==> src/est_pkg.sv <==
// Shared types and codes for the slewed thruster tick block.
// No dependencies; every other file in src uses this package.
package est_pkg;

	// Item codes
	localparam logic [1:0] FUNC_TICK   = 2'd0;
	localparam logic [1:0] FUNC_RPM    = 2'd1;
	localparam logic [1:0] FUNC_EFFORT = 2'd2;
	localparam logic [1:0] FUNC_KILL   = 2'd3;

	// Configuration register indexes; the index field has room for unused codes
	localparam int CFG_IDX_W = 4;
	localparam logic [CFG_IDX_W-1:0] REG_LIN_COEF   = 4'd0;
	localparam logic [CFG_IDX_W-1:0] REG_QUAD_COEF  = 4'd1;
	localparam logic [CFG_IDX_W-1:0] REG_AIR_DECAY  = 4'd2;
	localparam logic [CFG_IDX_W-1:0] REG_SLIP_GAIN  = 4'd3;
	localparam logic [CFG_IDX_W-1:0] REG_SPD_FLOOR  = 4'd4;
	localparam logic [CFG_IDX_W-1:0] REG_SPD_CEIL   = 4'd5;
	localparam logic [CFG_IDX_W-1:0] REG_MAX_STEP   = 4'd6;
	localparam logic [CFG_IDX_W-1:0] REG_POWER_COEF = 4'd7;

	// Register reset values
	localparam logic signed [23:0] SPD_CEIL_RST = 24'sd2560000;
	localparam logic [22:0]        MAX_STEP_RST = 23'd256;

	// Multiplier operand selects
	typedef logic [3:0] mul_sel_t;
	localparam mul_sel_t MUL_NONE = 4'd0;
	localparam mul_sel_t MUL_EFF  = 4'd1;
	localparam mul_sel_t MUL_SLIP = 4'd2;
	localparam mul_sel_t MUL_LIN  = 4'd3;
	localparam mul_sel_t MUL_SQ   = 4'd4;
	localparam mul_sel_t MUL_AA   = 4'd5;
	localparam mul_sel_t MUL_QUAD = 4'd6;
	localparam mul_sel_t MUL_KVH  = 4'd7;
	localparam mul_sel_t MUL_KVL  = 4'd8;
	localparam mul_sel_t MUL_THR  = 4'd9;
	localparam mul_sel_t MUL_PW1  = 4'd10;
	localparam mul_sel_t MUL_PH   = 4'd11;
	localparam mul_sel_t MUL_PL   = 4'd12;

	// Product writeback selects
	typedef logic [3:0] wb_sel_t;
	localparam wb_sel_t WB_NONE = 4'd0;
	localparam wb_sel_t WB_CMD  = 4'd1;
	localparam wb_sel_t WB_SLEW = 4'd2;
	localparam wb_sel_t WB_MAG  = 4'd3;
	localparam wb_sel_t WB_LIN  = 4'd4;
	localparam wb_sel_t WB_SQ   = 4'd5;
	localparam wb_sel_t WB_AA   = 4'd6;
	localparam wb_sel_t WB_QUAD = 4'd7;
	localparam wb_sel_t WB_KVH  = 4'd8;
	localparam wb_sel_t WB_FACT = 4'd9;
	localparam wb_sel_t WB_THR  = 4'd10;
	localparam wb_sel_t WB_PWR1 = 4'd11;
	localparam wb_sel_t WB_PH   = 4'd12;
	localparam wb_sel_t WB_PWR2 = 4'd13;

	typedef struct packed {
		logic     load;
		mul_sel_t mul_sel;
		wb_sel_t  wb_sel;
		logic     out_load;
	} dp_cmd_t;

	typedef struct packed {
		logic pc_neg;
		logic out_free;
	} dp_stat_t;

endpackage

==> src/est_ctrl.sv <==
// Controller: sequences one item through the shared multiplier and writebacks.
// Depends on est_pkg; drives est_dp through dp_cmd_t and reads dp_stat_t.
module est_ctrl (
	input  logic               clk,
	input  logic               arst_n,
	input  logic               in_valid,
	output logic               in_ready,
	input  est_pkg::dp_stat_t  stat,
	output est_pkg::dp_cmd_t   cmd
);

	localparam logic [4:0] ST_IDLE = 5'd0;
	localparam logic [4:0] ST_EFF  = 5'd1;
	localparam logic [4:0] ST_CMD  = 5'd2;
	localparam logic [4:0] ST_SLEW = 5'd3;
	localparam logic [4:0] ST_LIN  = 5'd4;
	localparam logic [4:0] ST_SQ   = 5'd5;
	localparam logic [4:0] ST_AA   = 5'd6;
	localparam logic [4:0] ST_QUAD = 5'd7;
	localparam logic [4:0] ST_KVH  = 5'd8;
	localparam logic [4:0] ST_KVL  = 5'd9;
	localparam logic [4:0] ST_FACT = 5'd10;
	localparam logic [4:0] ST_THR  = 5'd11;
	localparam logic [4:0] ST_TWB  = 5'd12;
	localparam logic [4:0] ST_PW1  = 5'd13;
	localparam logic [4:0] ST_PWR1 = 5'd14;
	localparam logic [4:0] ST_PH   = 5'd15;
	localparam logic [4:0] ST_PL   = 5'd16;
	localparam logic [4:0] ST_PWR2 = 5'd17;

	logic [4:0] state_q, state_d;

	assign in_ready = (state_q == ST_IDLE);

	always_comb begin
		state_d      = state_q;
		cmd.load     = 1'b0;
		cmd.mul_sel  = est_pkg::MUL_NONE;
		cmd.wb_sel   = est_pkg::WB_NONE;
		cmd.out_load = 1'b0;
		case (state_q)
			ST_IDLE: begin
				if (in_valid) begin
					cmd.load = 1'b1;
					state_d  = ST_EFF;
				end
			end
			ST_EFF: begin
				cmd.mul_sel = est_pkg::MUL_EFF;
				state_d     = ST_CMD;
			end
			ST_CMD: begin
				cmd.mul_sel = est_pkg::MUL_SLIP;
				cmd.wb_sel  = est_pkg::WB_CMD;
				state_d     = ST_SLEW;
			end
			ST_SLEW: begin
				cmd.wb_sel = est_pkg::WB_SLEW;
				state_d    = ST_LIN;
			end
			ST_LIN: begin
				cmd.mul_sel = est_pkg::MUL_LIN;
				cmd.wb_sel  = est_pkg::WB_MAG;
				state_d     = ST_SQ;
			end
			ST_SQ: begin
				cmd.mul_sel = est_pkg::MUL_SQ;
				cmd.wb_sel  = est_pkg::WB_LIN;
				state_d     = ST_AA;
			end
			ST_AA: begin
				cmd.mul_sel = est_pkg::MUL_AA;
				cmd.wb_sel  = est_pkg::WB_SQ;
				state_d     = ST_QUAD;
			end
			ST_QUAD: begin
				cmd.mul_sel = est_pkg::MUL_QUAD;
				cmd.wb_sel  = est_pkg::WB_AA;
				state_d     = ST_KVH;
			end
			ST_KVH: begin
				cmd.mul_sel = est_pkg::MUL_KVH;
				cmd.wb_sel  = est_pkg::WB_QUAD;
				state_d     = ST_KVL;
			end
			ST_KVL: begin
				cmd.mul_sel = est_pkg::MUL_KVL;
				cmd.wb_sel  = est_pkg::WB_KVH;
				state_d     = ST_FACT;
			end
			ST_FACT: begin
				cmd.wb_sel = est_pkg::WB_FACT;
				state_d    = ST_THR;
			end
			ST_THR: begin
				cmd.mul_sel = est_pkg::MUL_THR;
				state_d     = ST_TWB;
			end
			ST_TWB: begin
				cmd.wb_sel = est_pkg::WB_THR;
				state_d    = ST_PW1;
			end
			ST_PW1: begin
				cmd.mul_sel = est_pkg::MUL_PW1;
				state_d     = ST_PWR1;
			end
			ST_PWR1: begin
				// nonnegative coef finishes here; negative goes on to the long product
				cmd.wb_sel = est_pkg::WB_PWR1;
				if (stat.pc_neg)
					state_d = ST_PH;
				else if (stat.out_free) begin
					cmd.out_load = 1'b1;
					state_d      = ST_IDLE;
				end
			end
			ST_PH: begin
				cmd.mul_sel = est_pkg::MUL_PH;
				state_d     = ST_PL;
			end
			ST_PL: begin
				cmd.mul_sel = est_pkg::MUL_PL;
				cmd.wb_sel  = est_pkg::WB_PH;
				state_d     = ST_PWR2;
			end
			ST_PWR2: begin
				cmd.wb_sel = est_pkg::WB_PWR2;
				if (stat.out_free) begin
					cmd.out_load = 1'b1;
					state_d      = ST_IDLE;
				end
			end
			default: state_d = ST_IDLE;
		endcase
	end

	always_ff @(posedge clk or negedge arst_n) begin
		if (!arst_n)
			state_q <= ST_IDLE;
		else
			state_q <= state_d;
	end

endmodule

==> config.mk <==
export PLATFORM = sky130hd
export DESIGN_NAME = est_ctrl
export DESIGN_NICKNAME = d
export VERILOG_FILES = /design/src/est_pkg.sv /design/src/est_ctrl.sv
export SDC_FILE = /design/constraint.sdc
export NUM_CORES = 1
export LEC_CHECK = 0
export BUFFER_PORTS_ARGS = -buffer_cell sky130_fd_sc_hd__buf_2
export CAP_MARGIN = 20
export CORE_AREA = 2 2 39 41
export DETAILED_ROUTE_END_ITERATION = 6
export DIE_AREA = 0 0 41 43
export GPL_TIMING_DRIVEN = 0
export PLACE_DENSITY = 0.68
export SYNTH_ARGS = -nofsm -noshare
export SYNTH_HDL_FRONTEND = slang
export SYNTH_SLANG_ARGS = --single-unit
==> constraint.sdc <==
create_clock -name clk -period 1.47 [get_ports clk]
set_input_delay 0.294 -clock clk [delete_from_list [all_inputs] [get_ports clk]]
set_output_delay 0.294 -clock clk [all_outputs]
set_load 0.05 [all_outputs]
-- Word-level counts from Yosys, hierarchy flattened
Index checks and enable logic that the tools add are counted.
- flip-flop bits (word level): 5
- output and inout bits: 11
- logic and storage cells: 31
- reduce and logical (&&, ||, !) cells: 1
- eq/ne operators: 18
- multiplexer cells: 11
- operator list (operator ; count):
    $pmux W5 S18 ; 1
    $pmux W4 S13 ; 1
    $pmux W4 S12 ; 1
    $eq A5 B4 Y1 const B ; 8
    $eq A5 B3 Y1 const B ; 4
    $mux W5 ; 3
    $eq A5 B2 Y1 const B ; 2
    $eq A5 B5 Y1 const B ; 2
    $eq A5 B1 Y1 const B ; 1
    $logic_not A5 Y1 ; 1
    $mux W1 ; 4
    $ne A2 B2 Y1 const B ; 1
    $pmux W1 S2 ; 1

-- Longest topological paths before layout
- depth in word-level cells: 3
- depth in mapped cells: 6
- mapped depth without buffers: 4

-- Least setup slack after synthesis
No wires, ideal clock.
- path kind: reg-to-output
- from: register state_q[3]
- to: output cmd[7] in the netlist's numbering
- slack: -1.221 ns
- required time: 1.176 ns
- stages on the path, launching flop included: 5
- data arrival time: 2.397 ns
- buffers on the path: 2
- path through: dfrtp_1 -> buf_2 -> buf_4 -> xnor2_1 -> o41ai_1
- RTL lines (what ; line ; RTL):
    start, declared ; est_ctrl.sv:31 ; logic [4:0] state_q, state_d;
    start signal, assigned ; est_ctrl.sv:141 ; state_q <= state_d;
    end, declared ; est_ctrl.sv:9 ; output est_pkg::dp_cmd_t cmd

==> reports/metrics.csv <==
stage,metric,value,unit
run_status,status,finished with violations,
run_status,failing checks,"DRC, setup timing",
die,Initial Utilization,41.2,%
final_layout,Antenna Cells,0,
logic_synthesis,register area share after synthesis,21.9,%
logic_synthesis,Seq cells post-synth,5,
logic_synthesis,Synth Instances,86,
critical_path,CP Cell Sequence,"buf_6, buf_12, nand3b_1, a31oi_4, buf_6",
logic_synthesis,Mapped Nets,91,
final_layout,final core utilization,92.3,%
hold_path,class of the worst hold path,in2reg,
place,Port Buffers,15,
final_layout,Fillers,51,
critical_path,"critical path fanouts, max",10,
sta,final hold vios,0,
clocking,CTS tree,built,
routing,DR vias/cell,6.20,
global_routing,GRT overflow,0,
critical_path,CP Capture Type,output pin,
final_layout,ratio of cells with drive above 1 in the final layout,69.4,%
logic_synthesis,Post-Syn Area,571,sq um
sta,Final Setup Violations,11,
final_layout,number of flip-flops under the largest register name,5,
sta,Rel. slew slack,76.2,%
final_layout,biggest regs,state_q x5,
critical_path,WS Path Type,reg2out,
sta,setup ws final,-387,ps
critical_path,Bufs and invs on worst path,3,
die,Core Area,1380,sq um
clocking,Root Driver,clkbuf_4,
sta,Setup TNS,-3640,ps
logic_synthesis,post-synth cell types,30,
clocking,clk_lat worst skew,240,ps
die,row cnt,14,
routing,Total Wirelength,3030,um
sta,actual slew at the worst max-slew pin,353,ps
die,Die Ht,43,um
routing,Vias,868,
final_layout,"commonest non-fill, non-tap cell in the layout",buf_6,
sta,Tcrit/Tclk final,126,%
routing,post-DR wirelength/cell,21.7,um
final_layout,Final nets,130,
die,die area,1760,sq um
global_routing,first-pass GRT wire length,3870,um
logic_synthesis,syn avg cell area,6.63,sq um
sta,clk_skew,3.87,ps
final_layout,"leading cell types in the layout, fill and taps excluded","16 x buf_6, 12 x buf_4, 7 x nor2_4, 6 x buf_8",
critical_path,CP max stage delay,400,ps
global_routing,vias in the first global route,810,
clocking,H-tree Lvls,1,
final_layout,Reg with most FFs,state_q,
routing,ANT nets after route,0,
sta,Max Fclk,539,MHz
sta,Slew Limit Fails,0,
critical_path,"most used cell, CP",buf_6,
run,max-cap violations,0,
clocking,CTS max path bufs,2,
logic_synthesis,predominant post-synthesis flop cell,dfrtp_1,
clocking,CTS buffer count,3,
global_routing,largest net degree at the start of global routing,11,
routing,first-pass detailed-route iteration total,6,
sta,fin crit period,1860,ps
clocking,clock slew at reported path FFs,40,ps
clocking,clock sinks,5,
sta,RSZ-0062 raised after global routing,true,
place,Final GP Congestion,0.841,
critical_path,Worst Path Arrival,1560,ps
logic_synthesis,Post-synth ARST share,100,%
place,hpwl dp,1250,um
die,Ports,16,
critical_path,startpoint types,register,
logic_synthesis,yosys warns,0,
global_routing,All-Layer GR Usage,32.0,%
die,Die W,41,um
critical_path,CP required,1180,ps
final_layout,Area Overhead vs Synth,124,%
critical_path,Crit path max-delay family,buffers and inverters,
logic_synthesis,"EDFF count, synth",0,
routing,drt drc,1,
global_routing,initial antenna violation count,0,
routing,DR iter-0 viols,41,
critical_path,CP max-delay cell,dfrtp_1,
-- through the flow --
step	instance area (sq um)	hold slack, ps	setup WS, ps	cells
floorplan	717	-1.59	-245	86
detailed placement	812	116	-245	117
finish	1280	363	-387	140
CTS	1170	347	-349	135
global route	1280	368	-423	140
global placement	812	112	-242	117
-- cell usage after synthesis, drive strengths merged, types with 2 or more instances --
| cell type | number | area share (%) |
|---|---|---|
| nand2 | 7 | 4.6 |
| nor3 | 2 | 1.8 |
| nor2b | 3 | 3.3 |
| a31oi | 2 | 2.2 |
| or3 | 2 | 2.2 |
| o41ai | 2 | 3.1 |
| and2 | 2 | 2.2 |
| nand3 | 2 | 1.8 |
| o21ai | 9 | 7.9 |
| inv | 4 | 2.6 |
| nand2b | 3 | 3.7 |
| dfrtp | 5 | 22 |
| nand3b | 2 | 2.6 |
| a21oi | 10 | 8.8 |
| buf | 9 | 8.3 |
| nor2 | 11 | 7.2 |
-- path summary, 6_finish.rpt --
| check | slack, ps | endpoint | start | depth (start not counted) |
|---|---|---|---|---|
| min in group asynchronous | 450 | state_q[2] | arst_n | 2 |
| worst max register to register | 20 | state_q[2] | state_q[3] | 6 |
| worst min register to register | 720 | state_q[4] | state_q[1] | 2 |
| max in group asynchronous | 860 | state_q[4] | arst_n | 2 |
| worst min-delay path | 360 | state_q[0] | in_valid | 2 |
| worst max-delay path | -390 | cmd[4] | state_q[0] | 5 |
-- logic make-up after synthesis --
kind of cell	count (synthesis)	share of synthesized area [%]
DFF	5	21.9
xor gates and xnor gates	2	3.07
buffers and inverters	13	11.0
and+or+nand+nor	37	33.1
AOI/OAI and AO/OA	29	30.9
-- worst register-to-register path: stages, from the launching register on --
cell and delay, ps:
dfrtp_2 440, buf_6 150, buf_8 140, buf_4 150, o21ai_1 110, nand2_1 100
a311oi_1 270
-- routing by layer --
metal  track usage, %  wire length (um)
met4             10.0               111
met2             48.4              1450
met5                0                 0
met3             9.42               278
met1             41.9              1190
-- area by class of cell --
class	count	area [sq um]	share of cell area [%]
clock buffers	4	26.3	2.06
plain buffers	8	110	8.62
well taps	16	20.0	1.57
inverters	4	15.0	1.18
multi-input cells	68	624	48.9
repair buffers	35	353	27.6
flip-flops and latches	5	129	10.1
-- timing repair --
action                                  4_1_cts  5_1_grt
hold buffers                                  1        0
endpoints found under the hold margin         5        0
pin swaps                                     9        9
cloned                                        3        1
setup buffers                                11        4
gates resized for setup                      60       19
endpoints found under the setup margin       11       12
Power is left out: the tool's default activity adds up to more than one toggle a clock period on the data nets, which glitch-free logic cannot reach.
